[src/design/ihexw_pkg.sv]
// ----------------------------------------------------------------------------
// ihexw_pkg
// Types, constants and helpers shared by the hex record writer files.
// ----------------------------------------------------------------------------
package ihexw_pkg;

    localparam int MaxRecordBytes = 16;
    localparam int CountW         = 5;

    localparam logic [7:0] CharColon = 8'h3A;
    localparam logic [7:0] CharLf    = 8'd10;
    localparam logic [7:0] CharZero  = 8'd48;
    localparam logic [7:0] HexAlphaBase = 8'd55;
    localparam logic [3:0] HexNineDigit = 4'd9;

    typedef struct packed {
        logic [15:0] load_address;
        logic [7:0]  data_byte;
        logic        last_byte;
    } t_in_req;

    typedef struct packed {
        logic [7:0] ascii_char;
        logic       end_of_line;
    } t_out_req;

    // uppercase ascii hex digit of one nibble
    function automatic logic [7:0] hex_digit(input logic [3:0] v);
        logic [7:0] ext;
        ext = {4'b0000, v};
        if (v <= HexNineDigit) begin
            return CharZero + ext;
        end else begin
            return HexAlphaBase + ext;
        end
    endfunction

endpackage

[src/design/ihexw_ram.sv]
// ----------------------------------------------------------------------------
// ihexw_ram
// Generic single write port, single read port RAM with registered read data.
// ----------------------------------------------------------------------------
module ihexw_ram #(
    parameter int WIDTH = 8,
    parameter int DEPTH = 16,
    parameter int AW    = (DEPTH > 1) ? $clog2(DEPTH) : 1
) (
    input  logic             i_clk,
    input  logic             i_we,
    input  logic [AW-1:0]    i_waddr,
    input  logic [WIDTH-1:0] i_wdata,
    input  logic [AW-1:0]    i_raddr,
    output logic [WIDTH-1:0] o_rdata
);

    logic [WIDTH-1:0] r_mem [DEPTH];
    logic [WIDTH-1:0] r_rdata;

    always_ff @(posedge i_clk) begin
        if (i_we) begin
            r_mem[i_waddr] <= i_wdata;
        end
        r_rdata <= r_mem[i_raddr];
    end

    assign o_rdata = r_rdata;

endmodule

[src/design/intel_hex_record_writer_unit.sv]
// ----------------------------------------------------------------------------
// intel_hex_record_writer_unit
// Buffers data bytes and writes each closed record as one ascii hex line.
//
//   channel  direction  handshake               payload
//   in       input      i_in_valid/o_in_stall   t_in_req  i_in_req
//   out      output     o_out_valid/i_out_stall t_out_req o_out_req
//
// A record of n bytes is written out as a line of 12 + 2n characters.
// Bytes are written to a 16 entry buffer RAM; the line is built by reading
// it back one entry per two characters through its registered read port.
// Input is stalled while a line is emitted, until the LF is in the output
// register. Output stalls freeze the character sequencer.
// Reset is synchronous, active low; the buffer RAM is not cleared.
// ----------------------------------------------------------------------------
module intel_hex_record_writer_unit
    import ihexw_pkg::*;
#(
    parameter int MAX_RECORD_BYTES = MaxRecordBytes
) (
    input  logic     i_clk,
    input  logic     i_rst_n,
    input  logic     i_in_valid,
    output logic     o_in_stall,
    input  t_in_req  i_in_req,
    output logic     o_out_valid,
    input  logic     i_out_stall,
    output t_out_req o_out_req
);

    localparam int AW = (MAX_RECORD_BYTES > 1) ? $clog2(MAX_RECORD_BYTES) : 1;
    localparam logic [CountW-1:0] MaxCount = CountW'(MAX_RECORD_BYTES);
    localparam logic [3:0] HeadLast = 4'd8;

    typedef enum logic [2:0] {
        S_COLLECT,
        S_HEAD,
        S_DATA,
        S_CHK,
        S_EOL
    } t_state;

    t_state            r_state, n_state;
    logic [CountW-1:0] r_count, n_count;
    logic [CountW-1:0] r_len, n_len;
    logic [CountW-1:0] r_rd_idx, n_rd_idx;
    logic [15:0]       r_addr, n_addr;
    logic [7:0]        r_sum, n_sum;
    logic [7:0]        r_chk, n_chk;
    logic [3:0]        r_hidx, n_hidx;
    logic [3:0]        r_lo, n_lo;
    logic              r_nib, n_nib;
    logic              r_out_valid, n_out_valid;
    t_out_req          r_out, n_out;

    logic              accept;
    logic              adv;
    logic [7:0]        base_sum;
    logic [7:0]        sum_new;
    logic [CountW-1:0] cnt_new;
    logic              close;
    logic [7:0]        len_byte;
    logic [7:0]        head_char;
    logic [7:0]        rd_data;

    ihexw_ram #(
        .WIDTH (8),
        .DEPTH (MAX_RECORD_BYTES),
        .AW    (AW)
    ) u_buf (
        .i_clk   (i_clk),
        .i_we    (accept),
        .i_waddr (r_count[AW-1:0]),
        .i_wdata (i_in_req.data_byte),
        .i_raddr (r_rd_idx[AW-1:0]),
        .o_rdata (rd_data)
    );

    assign o_in_stall = (r_state != S_COLLECT);
    assign accept     = i_in_valid && !o_in_stall;
    assign adv        = !r_out_valid || !i_out_stall;

    // address bytes enter the sum with the first byte of a record
    assign base_sum = (r_count == '0)
                    ? i_in_req.load_address[15:8] + i_in_req.load_address[7:0]
                    : r_sum;
    assign sum_new  = base_sum + i_in_req.data_byte;
    assign cnt_new  = r_count + CountW'(1);
    assign close    = i_in_req.last_byte || (cnt_new >= MaxCount);
    assign len_byte = {{(8 - CountW){1'b0}}, r_len};

    always_comb begin
        case (r_hidx)
            4'd0:    head_char = CharColon;
            4'd1:    head_char = hex_digit(len_byte[7:4]);
            4'd2:    head_char = hex_digit(len_byte[3:0]);
            4'd3:    head_char = hex_digit(r_addr[15:12]);
            4'd4:    head_char = hex_digit(r_addr[11:8]);
            4'd5:    head_char = hex_digit(r_addr[7:4]);
            4'd6:    head_char = hex_digit(r_addr[3:0]);
            default: head_char = CharZero;
        endcase
    end

    always_comb begin
        n_state     = r_state;
        n_count     = r_count;
        n_len       = r_len;
        n_rd_idx    = r_rd_idx;
        n_addr      = r_addr;
        n_sum       = r_sum;
        n_chk       = r_chk;
        n_hidx      = r_hidx;
        n_lo        = r_lo;
        n_nib       = r_nib;
        n_out_valid = r_out_valid;
        n_out       = r_out;

        if (!i_out_stall) begin
            n_out_valid = 1'b0;
        end

        case (r_state)
            S_COLLECT: begin
                if (accept) begin
                    if (r_count == '0) begin
                        n_addr = i_in_req.load_address;
                    end
                    if (close) begin
                        n_len    = cnt_new;
                        n_chk    = 8'd0 - (sum_new + {{(8 - CountW){1'b0}}, cnt_new});
                        n_count  = '0;
                        n_sum    = 8'd0;
                        n_hidx   = 4'd0;
                        n_rd_idx = '0;
                        n_state  = S_HEAD;
                    end else begin
                        n_count = cnt_new;
                        n_sum   = sum_new;
                    end
                end
            end
            S_HEAD: begin
                if (adv) begin
                    n_out_valid       = 1'b1;
                    n_out.ascii_char  = head_char;
                    n_out.end_of_line = 1'b0;
                    n_hidx            = r_hidx + 4'd1;
                    if (r_hidx == HeadLast) begin
                        n_nib   = 1'b0;
                        n_state = S_DATA;
                    end
                end
            end
            S_DATA: begin
                // the read index moves on the high digit so the next entry
                // has settled in the read register before its high digit is built
                if (adv) begin
                    n_out_valid       = 1'b1;
                    n_out.end_of_line = 1'b0;
                    if (!r_nib) begin
                        n_out.ascii_char = hex_digit(rd_data[7:4]);
                        n_lo             = rd_data[3:0];
                        n_rd_idx         = r_rd_idx + CountW'(1);
                        n_nib            = 1'b1;
                    end else begin
                        n_out.ascii_char = hex_digit(r_lo);
                        n_nib            = 1'b0;
                        if (r_rd_idx == r_len) begin
                            n_state = S_CHK;
                        end
                    end
                end
            end
            S_CHK: begin
                if (adv) begin
                    n_out_valid       = 1'b1;
                    n_out.end_of_line = 1'b0;
                    if (!r_nib) begin
                        n_out.ascii_char = hex_digit(r_chk[7:4]);
                        n_nib            = 1'b1;
                    end else begin
                        n_out.ascii_char = hex_digit(r_chk[3:0]);
                        n_nib            = 1'b0;
                        n_state          = S_EOL;
                    end
                end
            end
            S_EOL: begin
                if (adv) begin
                    n_out_valid       = 1'b1;
                    n_out.ascii_char  = CharLf;
                    n_out.end_of_line = 1'b1;
                    n_state           = S_COLLECT;
                end
            end
            default: begin
                n_state = S_COLLECT;
            end
        endcase
    end

    always_ff @(posedge i_clk) begin
        if (!i_rst_n) begin
            r_state     <= S_COLLECT;
            r_count     <= '0;
            r_sum       <= 8'd0;
            r_addr      <= 16'd0;
            r_len       <= '0;
            r_rd_idx    <= '0;
            r_hidx      <= 4'd0;
            r_nib       <= 1'b0;
            r_out_valid <= 1'b0;
        end else begin
            r_state     <= n_state;
            r_count     <= n_count;
            r_sum       <= n_sum;
            r_addr      <= n_addr;
            r_len       <= n_len;
            r_rd_idx    <= n_rd_idx;
            r_hidx      <= n_hidx;
            r_nib       <= n_nib;
            r_out_valid <= n_out_valid;
        end
        r_chk <= n_chk;
        r_lo  <= n_lo;
        r_out <= n_out;
    end

    assign o_out_valid = r_out_valid;
    assign o_out_req   = r_out;

    // end of line flag only ever rides on the LF character
    a_eol_is_lf: assert property (@(posedge i_clk) disable iff (!i_rst_n)
        o_out_valid && o_out_req.end_of_line |-> o_out_req.ascii_char == CharLf)
        else $error("end_of_line on a character other than LF");

    // the open record never holds a full buffer
    a_count_below_max: assert property (@(posedge i_clk) disable iff (!i_rst_n)
        r_count < MaxCount)
        else $error("byte count reached the record cap without closing");

    // a record being written out has between one and the cap bytes
    a_len_range: assert property (@(posedge i_clk) disable iff (!i_rst_n)
        r_state != S_COLLECT |-> r_len != '0 && r_len <= MaxCount)
        else $error("record length out of range during emission");

    // reads never run past the record
    a_rd_idx_bound: assert property (@(posedge i_clk) disable iff (!i_rst_n)
        r_state == S_DATA |-> r_rd_idx <= r_len)
        else $error("buffer read index beyond record length");

    // the first header step, once it advances, puts a colon out next
    a_colon_first: assert property (@(posedge i_clk) disable iff (!i_rst_n)
        r_state == S_HEAD && r_hidx == 4'd0 && adv |=>
            o_out_valid && o_out_req.ascii_char == CharColon)
        else $error("record line does not open with a colon");

endmodule
[config.mk]
export PLATFORM = sky130hd
export DESIGN_NAME = intel_hex_record_writer_unit
export DESIGN_NICKNAME = d
export VERILOG_FILES = /design/src/design/ihexw_pkg.sv /design/src/design/ihexw_ram.sv /design/src/design/intel_hex_record_writer_unit.sv
export SDC_FILE = /design/constraint.sdc
export NUM_CORES = 1
export LEC_CHECK = 0
export BUFFER_PORTS_ARGS = -buffer_cell sky130_fd_sc_hd__buf_2
export CAP_MARGIN = 20
export CORE_UTILIZATION = 30
export CTS_BUF_LIST = sky130_fd_sc_hd__clkbuf_8
export DETAILED_ROUTE_END_ITERATION = 7
export HOLD_SLACK_MARGIN = 0.08
export PLACE_DENSITY = 0.57
export RECOVER_POWER = 100
export SYNTH_ARGS = -nofsm -noshare
export SYNTH_HDL_FRONTEND = slang
export SYNTH_SLANG_ARGS = --single-unit
[constraint.sdc]
create_clock -name i_clk -period 6.7 [get_ports i_clk]
set_input_delay 0.335 -clock i_clk [delete_from_list [all_inputs] [get_ports i_clk]]
set_output_delay 0.335 -clock i_clk [all_outputs]
set_load 0.05 [all_outputs]
==> parameters.txt, run 1 <==
Parameter                              Value

Power and ir drop
  Sw power ... 963 uW
  Leakage power summed over all cells ... 4.05 nW
  Part of the total power dissipated in sequential elements ... 45.3%
  Post-layout total power ... 3.29 mW
  Fraction of power consumed by combinational cells ... 21.2%
  VDD IR-drop max ... 0.168 mV
  Clock network power share ... 33.5%
  Power per standard cell area ... 287 nW/um^2
  Cell internal pwr ... 2.32 mW
  Net Sw Frac ... 29.3%

Synthesis
  Warnings, synthesis ... 0
  Synth Instances ... 814
  Main flop type after synthesis ... edfxtp_1
  Cell variety after synth ... 65
  Cell area after technology mapping ... 10100 um^2
  Mean cell area of the mapped netlist ... 12.4 um^2
  Count of flip-flops with a built-in enable after synthesis ... 148
  Number of synthesized register bits ... 204
  Sequential element share of the synthesized area ... 55.0%
  Async set or reset register ratio after synthesis ... 0%
  Synthesized netlist net count ... 897

STA
  Clk_skew ... 15.2 ps
  RSZ-0062 raised after global routing ... no
  Count of final hold-check violations ... 0
  Total of endpoints with negative setup slack in the final report ... 0
  Post-Route Setup TNS ... 0 ps
  Final critical-path required period ... 4550 ps
  Max-slew headroom at the worst pin ... -99.1%
  Total count of max-transition violations in the final report ... 37
  Worst-Margin Slew ... 2990 ps
  Achievable clock frequency ... 0.220 GHz
  Tcrit/Tclk final ... 67.9%

Cells and area
  Fraction of final layout cells sized beyond drive strength 1 ... 13.3%
  Fin nets ... 950
  Layout area overhead ... 13.3%
  Final design instance area without fill ... 11500 um^2

Routing
  Routed via count divided by cell count ... 4.79
  Post-detailed-route count of antenna-violating nets ... 0
  Total Wirelength ... 23100 um
  Average routed wire per standard cell ... 17.3 um
  Residual DRC count ... 0
  Initial DRC Count ... 399
  Count of TritonRoute iterations in the first routing pass ... 5
  Vias after detailed routing ... 6403

Worst hold path
  Worst Hold Depth ... 3
  Worst min path class ... input pin to flop
  Capture endpoint of the worst hold path ... r_addr[3]
  Launch instance of the worst min-delay path ... i_in_req[12]

Critical path
  Setup slack of the worst register-to-register path ... 2150 ps
  Length in cells of the worst reg-to-reg path ... 17
  Crit Path Class ... flop to flop
  Largest fanout on the critical path ... 13
  Critical Path Most Common Cell ... ha_1
  Worst reg2reg path startpoint ... r_count[0]
  Critical path endpoint category ... flop
  Critical path arrival ... 4830 ps
  Worst Path Buf+Inv ... 1
  Top delay family on crit path ... adder cells
  Delay of the slowest critical-path stage ... 700 ps
  Critical Path, Cell by Cell ... inv_1 -> ha_1 -> or4b_1 -> nand2_1 -> nand2_1 -> ha_1 -> fa_1 -> a21o_2 -> a21oi_1 -> xor2_1 -> ha_1 -> ha_1 -> o21ai_0 -> nand2b_1 -> nor3b_1 -> mux2i_1 -> xnor2_1
  Startpoint Class ... flop
  Capture instance of the worst register-to-register path ... r_chk[7]
  Critical path required time ... 6980 ps
  Slowest stage cell, crit path ... or4b_1

Global route
  Wire length of the first global-routing pass ... 35700 um
  Global-route total usage across every layer ... 13.7%
  Initial antenna violation count ... 0
  Congestion Overflow GR ... 0
  Pin count of the biggest net entering global routing ... 39
  Number of global-route vias before repair ... 6299

Outcome
  Violations in the final reports ... capacitance limit, slew limit
  Outcome ... finished, violations left

Placed design
  Placement Cell Area ... 10700 um^2
  I/O Buffers ... 38
  Final weighted congestion in routability-driven placement ... 0.834
  Detailed placement HPWL ... 16000 um

Clocking
  Number of H-tree levels ... 2
  Clock net sink count ... 204
  Resize count post-CTS ... 0
  Clock latency on the worst-skew pair ... 530 ps
  Clock buffer count from CTS ... 35
  Root Driver ... clkbuf_8
  CTS tree ... done
  Maximum buffer depth of the clock tree ... 3
  Reg clk slew, reported paths ... 60 ps

Floorplanning
  Placeable core area ... 32900 um^2
  Horizontal die dimension ... 186 um
  Die area ... 34500 um^2
  Initial Util ... 30.8%
  Number of placed I/O pins ... 40
  Row count ... 66
  Die Y-Extent ... 186 um

Flow run
  Max-Cap Viols ... 1
state kept, by name, indices dropped and copies added, names as in the netlist:
signal / cells
o_out_req: 8
o_out_valid: 1
r_addr: 16
r_chk: 8
r_count: 5
r_hidx: 4
r_len: 5
r_lo: 4
r_nib: 1
r_rd_idx: 5
r_state: 3
r_sum: 8
u_buf.o_rdata: 8
u_buf.r_mem: 128
cells in the final DEF, fill, tap and decap left out, drive strengths merged, types with 9 or more instances in the layout:
cell type | Yosys | final
dlygate4sd3 | 0 | 9
nand2b | 11 | 11
a21boi | 22 | 22
o21ai | 35 | 35
a21oi | 29 | 29
clkinv | 0 | 12
mux4 | 41 | 41
xnor2 | 30 | 30
nand2 | 97 | 97
nand3 | 11 | 11
and3 | 11 | 11
clkbuf | 19 | 61
edfxtp | 148 | 148
nor3 | 18 | 18
inv | 37 | 46
ha | 51 | 51
and2 | 19 | 19
xor2 | 16 | 16
buf | 15 | 20
nor2 | 52 | 52
dfxtp | 56 | 56
worst min-delay path, stage by stage:
cell	delay, ps
buf_2	120
nand2_1	50
a21boi_0	60
metal layers:
metal	vias to the layer above	routed length [um]	GRT usage (%)
li1	3106	-	-
met1	3122	10800	18.6
met2	130	10900	22.1
met3	45	791	1.94
met4	0	582	4.89
met5	-	0	0
power groups by stage:
stage	logic, mW	clock network, mW	registers (mW)
finish	0.696	1.10	1.49
global route	0.776	1.19	1.50
CTS	0.704	1.14	1.49
detailed placement	0.698	0	1.51
global placement	0.684	0	1.51
floorplan	0.519	0	1.51
worst max path at each step:
stage | from | endpoint | slack [ps] | cells past startpoint
2_1_floorplan | r_count[0] | r_chk[7] | 2570 | 18
3_3_place_gp | r_count[0] | r_chk[7] | 2300 | 17
3_5_place_dp | r_count[0] | r_chk[7] | 2170 | 17
4_1_cts | r_count[0] | r_chk[7] | 2170 | 17
5_1_grt | r_count[0] | r_chk[7] | 1880 | 17
6_report | r_count[0] | r_chk[7] | 2150 | 17
kinds of logic after synthesis:
logic type / Yosys count / share of synthesized area (%)
adder cells (fa/ha/maj): 54 / 6.90
AND/OR/NAND/NOR: 247 / 11.7
flip-flops: 204 / 55.0
multiplexers: 49 / 9.92
AO/OA/AOI/OAI: 142 / 9.46
buffers and inverters: 71 / 2.91
other: 1 / 0.0371
XOR/XNOR: 46 / 4.06
final cells by class:
type,instances,area (um^2)
flip-flops and latches,204,5570
clock inverters,23,138
inverters,37,139
well taps,442,553
clock buffers,40,551
fillers,3328,21400
multi-input cells,539,4240
repair buffers,50,272
diodes,1,2.50
what timing repair did:
| action | 4_1_cts | 5_1_grt |
|---|---|---|
| hold endpoints to repair | 9 | 0 |
| hold buffers | 9 | 0 |
| setup buffers | 0 | 0 |
per-stage QoR:
| stage | hold WS, ps | instances | util [%] | setup WS (ps) |
|---|---|---|---|---|
| global placement | 388 | 1263 | 32.6 | 2300 |
| floorplan | 386 | 814 | - | 2570 |
| detailed placement | 392 | 1263 | 32.6 | 2170 |
| CTS | 83.2 | 1335 | 35.0 | 2170 |
| global route | 99.8 | 1335 | 34.9 | 1880 |
| finish | 94.1 | 1336 | 34.9 | 2150 |
Yosys cell counts (all sizes together) (3+ instances only):
master	n	area [um^2]
nor3	18	90.1
xor2	16	140
nand4	5	31.3
and3	11	68.8
a21oi	29	145
a22oi	4	30.0
inv	37	139
o21ai	35	175
a311oi	4	35.0
mux4	41	923
edfxtp	148	4440
clkbuf	19	72.6
nand2	97	364
nand3	11	60.1
nor2	52	203
a21boi	22	165
nor4	3	18.8
or3	3	18.8
o21bai	4	30.0
a21o	8	62.6
ha	51	638
a31oi	3	18.8
and2	19	119
fa	3	60.1
nand2b	11	76.3
mux2i	8	80.1
o21a	4	30.0
o22ai	6	37.5
a211oi	5	37.5
nor2b	8	50.1
dfxtp	56	1120
o211ai	3	27.5
xnor2	30	270
o211a	4	40.0
buf	15	82.6
Note: power is estimated with default switching activity, not from simulation.
==> inputs of run 2 (changes only) <==
- clock period: 6.7 -> 4.5 ns (I/O delays scaled with it)
==> run 2 against run 1 <==
Effect of this change:
- the flow now finishes without violations
- wire length up 0.20%
- combinational power rose by 48%
- clock skew is 8.6 ps higher
- global-route usage up 0.21 points
- flip-flop and latch count is the same
- clock power is 35% higher
- cell count up 0.82%
- register-to-register slack lost 1800 ps
- fmax rose by 9.5%
- sequential share of layout area fell by 0.15 points
- sequential power rose by 50%
- cell area rose by 0.31%
- critical path type unchanged
- largest power group unchanged
==> parameters.txt, run 2 (synthesized netlist as in run 1, its figures left out) <==
Parameter                              Value

Outcome
  Outcome ... finished clean (was finished, violations left)

Routing
  Routed via count divided by cell count ... 4.82 (was 4.79)
  Initial DRC Count ... 358 (was 399)
  Count of TritonRoute iterations in the first routing pass ... 5 (unchanged)
  Total Wirelength ... 23100 um (about the same)
  Vias after detailed routing ... 6489 (was 6403)
  Residual DRC count ... 0 (unchanged)
  Average routed wire per standard cell ... 17.1 um (was 17.3 um)
  Post-detailed-route count of antenna-violating nets ... 0 (unchanged)

Global route
  Wire length of the first global-routing pass ... 36100 um (was 35700 um)
  Pin count of the biggest net entering global routing ... 39 (unchanged)
  M1 GR Usage ... 18.8% (was 18.6%)
  Number of global-route vias before repair ... 6341 (was 6299)
  Congestion Overflow GR ... 0 (unchanged)
  Initial antenna violation count ... 0 (unchanged)
  Met2 track utilization from global routing ... 22.0% (was 22.1%)
  Met3 GRT Util ... 2.37% (was 1.94%)
  Global-route total usage across every layer ... 13.9% (was 13.7%)
  Most Used Layer, Global Route ... met2 (unchanged)

Cells and area
  Regs by FF count ... u_buf.r_mem (128), r_addr (16) (unchanged)
  Register with the most flip-flops ... u_buf.r_mem (unchanged)
  Top library cells by usage in the layout, fill and taps aside ... 148 x edfxtp_1, 97 x nand2_1, 56 x dfxtp_1, 51 x nor2_1, 50 x ha_1 (was 148 x edfxtp_1, 97 x nand2_1, 56 x dfxtp_1, 51 x nor2_1, 51 x ha_1)
  Fin cells ... 1347 (was 1336)
  Fraction of final layout cells sized beyond drive strength 1 ... 12.8% (was 13.3%)
  Fillers ... 3308 (was 3328)
  Most frequent standard cell in the layout excluding fill and tap cells ... edfxtp_1 (unchanged)
  Layout area overhead ... 13.6% (was 13.3%)
  Fin nets ... 963 (was 950)
  Number of inserted diodes ... 0 (was 1)
  Flip-flop count of the largest register after layout ... 128 (unchanged)

Critical path
  Worst Path Buf+Inv ... 2 (was 1)
  Largest fanout on the critical path ... 12 (was 13)
  Crit Path Class ... flop to flop (unchanged)
  Top delay family on crit path ... adder cells (unchanged)
  Slowest stage cell, crit path ... or4b_1 (unchanged)
  Critical path arrival ... 4450 ps (was 4830 ps)
  Critical path endpoint category ... flop (unchanged)
  Length in cells of the worst reg-to-reg path ... 17 (unchanged)
  Critical Path, Cell by Cell ... inv_1 -> ha_2 -> or4b_1 -> buf_4 -> nand2_1 -> nand2_1 -> fa_1 -> a21o_2 -> a21oi_1 -> xor2_1 -> ha_1 -> ha_1 -> o21ai_0 -> nand2b_1 -> nor3b_1 -> mux2i_1 -> xnor2_1 (was inv_1 -> ha_1 -> or4b_1 -> nand2_1 -> nand2_1 -> ha_1 -> fa_1 -> a21o_2 -> a21oi_1 -> xor2_1 -> ha_1 -> ha_1 -> o21ai_0 -> nand2b_1 -> nor3b_1 -> mux2i_1 -> xnor2_1)
  Capture instance of the worst register-to-register path ... r_chk[7] (unchanged)
  Delay of the slowest critical-path stage ... 470 ps (was 700 ps)
  Setup slack of the worst register-to-register path ... 340 ps (was 2150 ps)
  Startpoint Class ... flop (unchanged)
  Levels on crit path ... 17 (unchanged)
  Critical Path Sink ... r_chk[7] (unchanged)
  Critical path required time ... 4790 ps (was 6980 ps)
  Source of the critical timing path ... r_count[0] (unchanged)
  Worst reg2reg path startpoint ... r_count[0] (unchanged)

Clocking
  Reg clk slew, reported paths ... 60 ps (about the same)
  Number of setup buffers added after CTS ... 0 (unchanged)
  Clock buffer count from CTS ... 35 (unchanged)
  CTS tree ... done (unchanged)
  Root Driver ... clkbuf_8 (unchanged)
  Maximum buffer depth of the clock tree ... 3 (unchanged)
  Clock latency on the worst-skew pair ... 540 ps (was 530 ps)
  Clock net sink count ... 204 (unchanged)
  Number of H-tree levels ... 2 (unchanged)

STA
  Post-Route Setup TNS ... 0 ps (unchanged)
  Achievable clock frequency ... 0.241 GHz (was 0.220 GHz)
  Worst-Margin Slew ... 1420 ps (was 2990 ps)
  Total of endpoints with negative setup slack in the final report ... 0 (unchanged)
  Tcrit/Tclk final ... 92.4% (was 67.9%)
  Final critical-path required period ... 4160 ps (was 4550 ps)
  Fin Hold WS ... 281 ps (was 94.1 ps)
  Post-layout worst setup margin ... 344 ps (was 2150 ps)
  Clk_skew ... 23.7 ps (was 15.2 ps)
  Max-slew headroom at the worst pin ... 5.38% (was -99.1%)
  RSZ-0062 raised after global routing ... no (unchanged)
  Count of final hold-check violations ... 0 (unchanged)
  Total count of max-transition violations in the final report ... 0 (was 37)

Floorplanning
  Number of placed I/O pins ... 40 (unchanged)
  Horizontal die dimension ... 186 um (unchanged)
  Placeable core area ... 32900 um^2 (unchanged)
  Initial Util ... 30.8% (unchanged)
  Row count ... 66 (unchanged)
  Die Y-Extent ... 186 um (unchanged)
  Die area ... 34500 um^2 (unchanged)

Power and ir drop
  Fraction of power consumed by combinational cells ... 21.6% (was 21.2%)
  VDD IR-drop max ... 0.247 mV (was 0.168 mV)
  Clock network power share ... 31.5% (was 33.5%)
  Cell internal pwr ... 3.32 mW (was 2.32 mW)
  Sw power ... 1.43 mW (was 963 uW)
  Power per standard cell area ... 413 nW/um^2 (was 287 nW/um^2)
  Part of the total power dissipated in sequential elements ... 46.9% (was 45.3%)
  Net Sw Frac ... 30.1% (was 29.3%)
  Leakage power summed over all cells ... 4.08 nW (was 4.05 nW)

Flow run
  Max-Cap Viols ... 0 (was 1)

Placed design
  Pre-CTS setup slack ... 303 ps (was 2170 ps)
  Post-placement cell count ... 1267 (was 1263)
  I/O Buffers ... 38 (unchanged)
  Final weighted congestion in routability-driven placement ... 0.861 (was 0.834)
  Detailed placement HPWL ... 16000 um (about the same)

Worst hold path
  Worst min path class ... input pin to flop (unchanged)
==> run 2: cell count changes in the layout (fill, tap and decap cells not counted), sizes merged <==
cell         before  now
buf              20   23
bufinv            1    0
clkbuf           61   57
diode             1    0
dlygate4sd3       9   18
inv              46   51
==> run 2: per-stage QoR <==
step	area, um^2	total power [mW]	util [%]
after detailed placement	10800	3.29	32.7
after global routing	11500	5.01	35.0
after global placement	10800	3.28	32.7
after CTS	11500	4.81	35.1
final	11500	4.75	35.0
after floorplan	10100	3.03	-
==> run 2: area by class of cell <==
cell class / instances / area (um^2) / area share [%]
clock buffer: 35 / 482 / 4.19
clock inverter: 27 / 125 / 1.09
inverter: 37 / 139 / 1.21
multi-input combinational: 539 / 4240 / 36.9
sequential: 204 / 5570 / 48.4
tap: 442 / 553 / 4.81
timing repair buffer: 63 / 388 / 3.38
==> run 2: how the worst min path moves through the flow <==
stage                     cells after the start              from                  to
after global routing                          3           i_rst_n            r_sum[7]
after detailed placement                      0  u_buf.o_rdata[1]             r_lo[1]
after floorplan                               0       i_in_req[1]   u_buf.r_mem[0][0]
after CTS                                     1       i_in_req[8]  u_buf.r_mem[14][7]
final                                         3           i_rst_n            r_sum[7]
after global placement                        0  u_buf.o_rdata[1]             r_lo[1]
==> run 2: repair_timing <==
item                                    CTS  global route
hold endpoints to repair                 18             0
gates resized for setup                   0             1
endpoints found under the setup margin    0             1
hold buffers                             18             0
==> run 2: worst register-to-register path, stage by stage, from the launching register on <==
cell and delay, ps:
dfxtp_1 300, inv_1 110, ha_2 240, or4b_1 470, buf_4 200, nand2_1 80
nand2_1 90, fa_1 440, a21o_2 210, a21oi_1 210, xor2_1 260, ha_1 280
ha_1 340, o21ai_0 100, nand2b_1 120, nor3b_1 210, mux2i_1 110, xnor2_1 150
==> run 2: power by group through the flow <==
stage,combinational [mW],clock [mW],sequential [mW]
final,1.03,1.49,2.23
after global routing,1.15,1.62,2.24
after CTS,1.04,1.54,2.23
after detailed placement,1.02,0,2.27
after global placement,1.01,0,2.27
after floorplan,0.773,0,2.25
==> run 2: layer usage <==
layer / up-vias / part of all wire (%)
met5: - / 0
met4: 0 / 3.0
met3: 48 / 4.4
met2: 135 / 47
met1: 3170 / 46
li1: 3136 / -
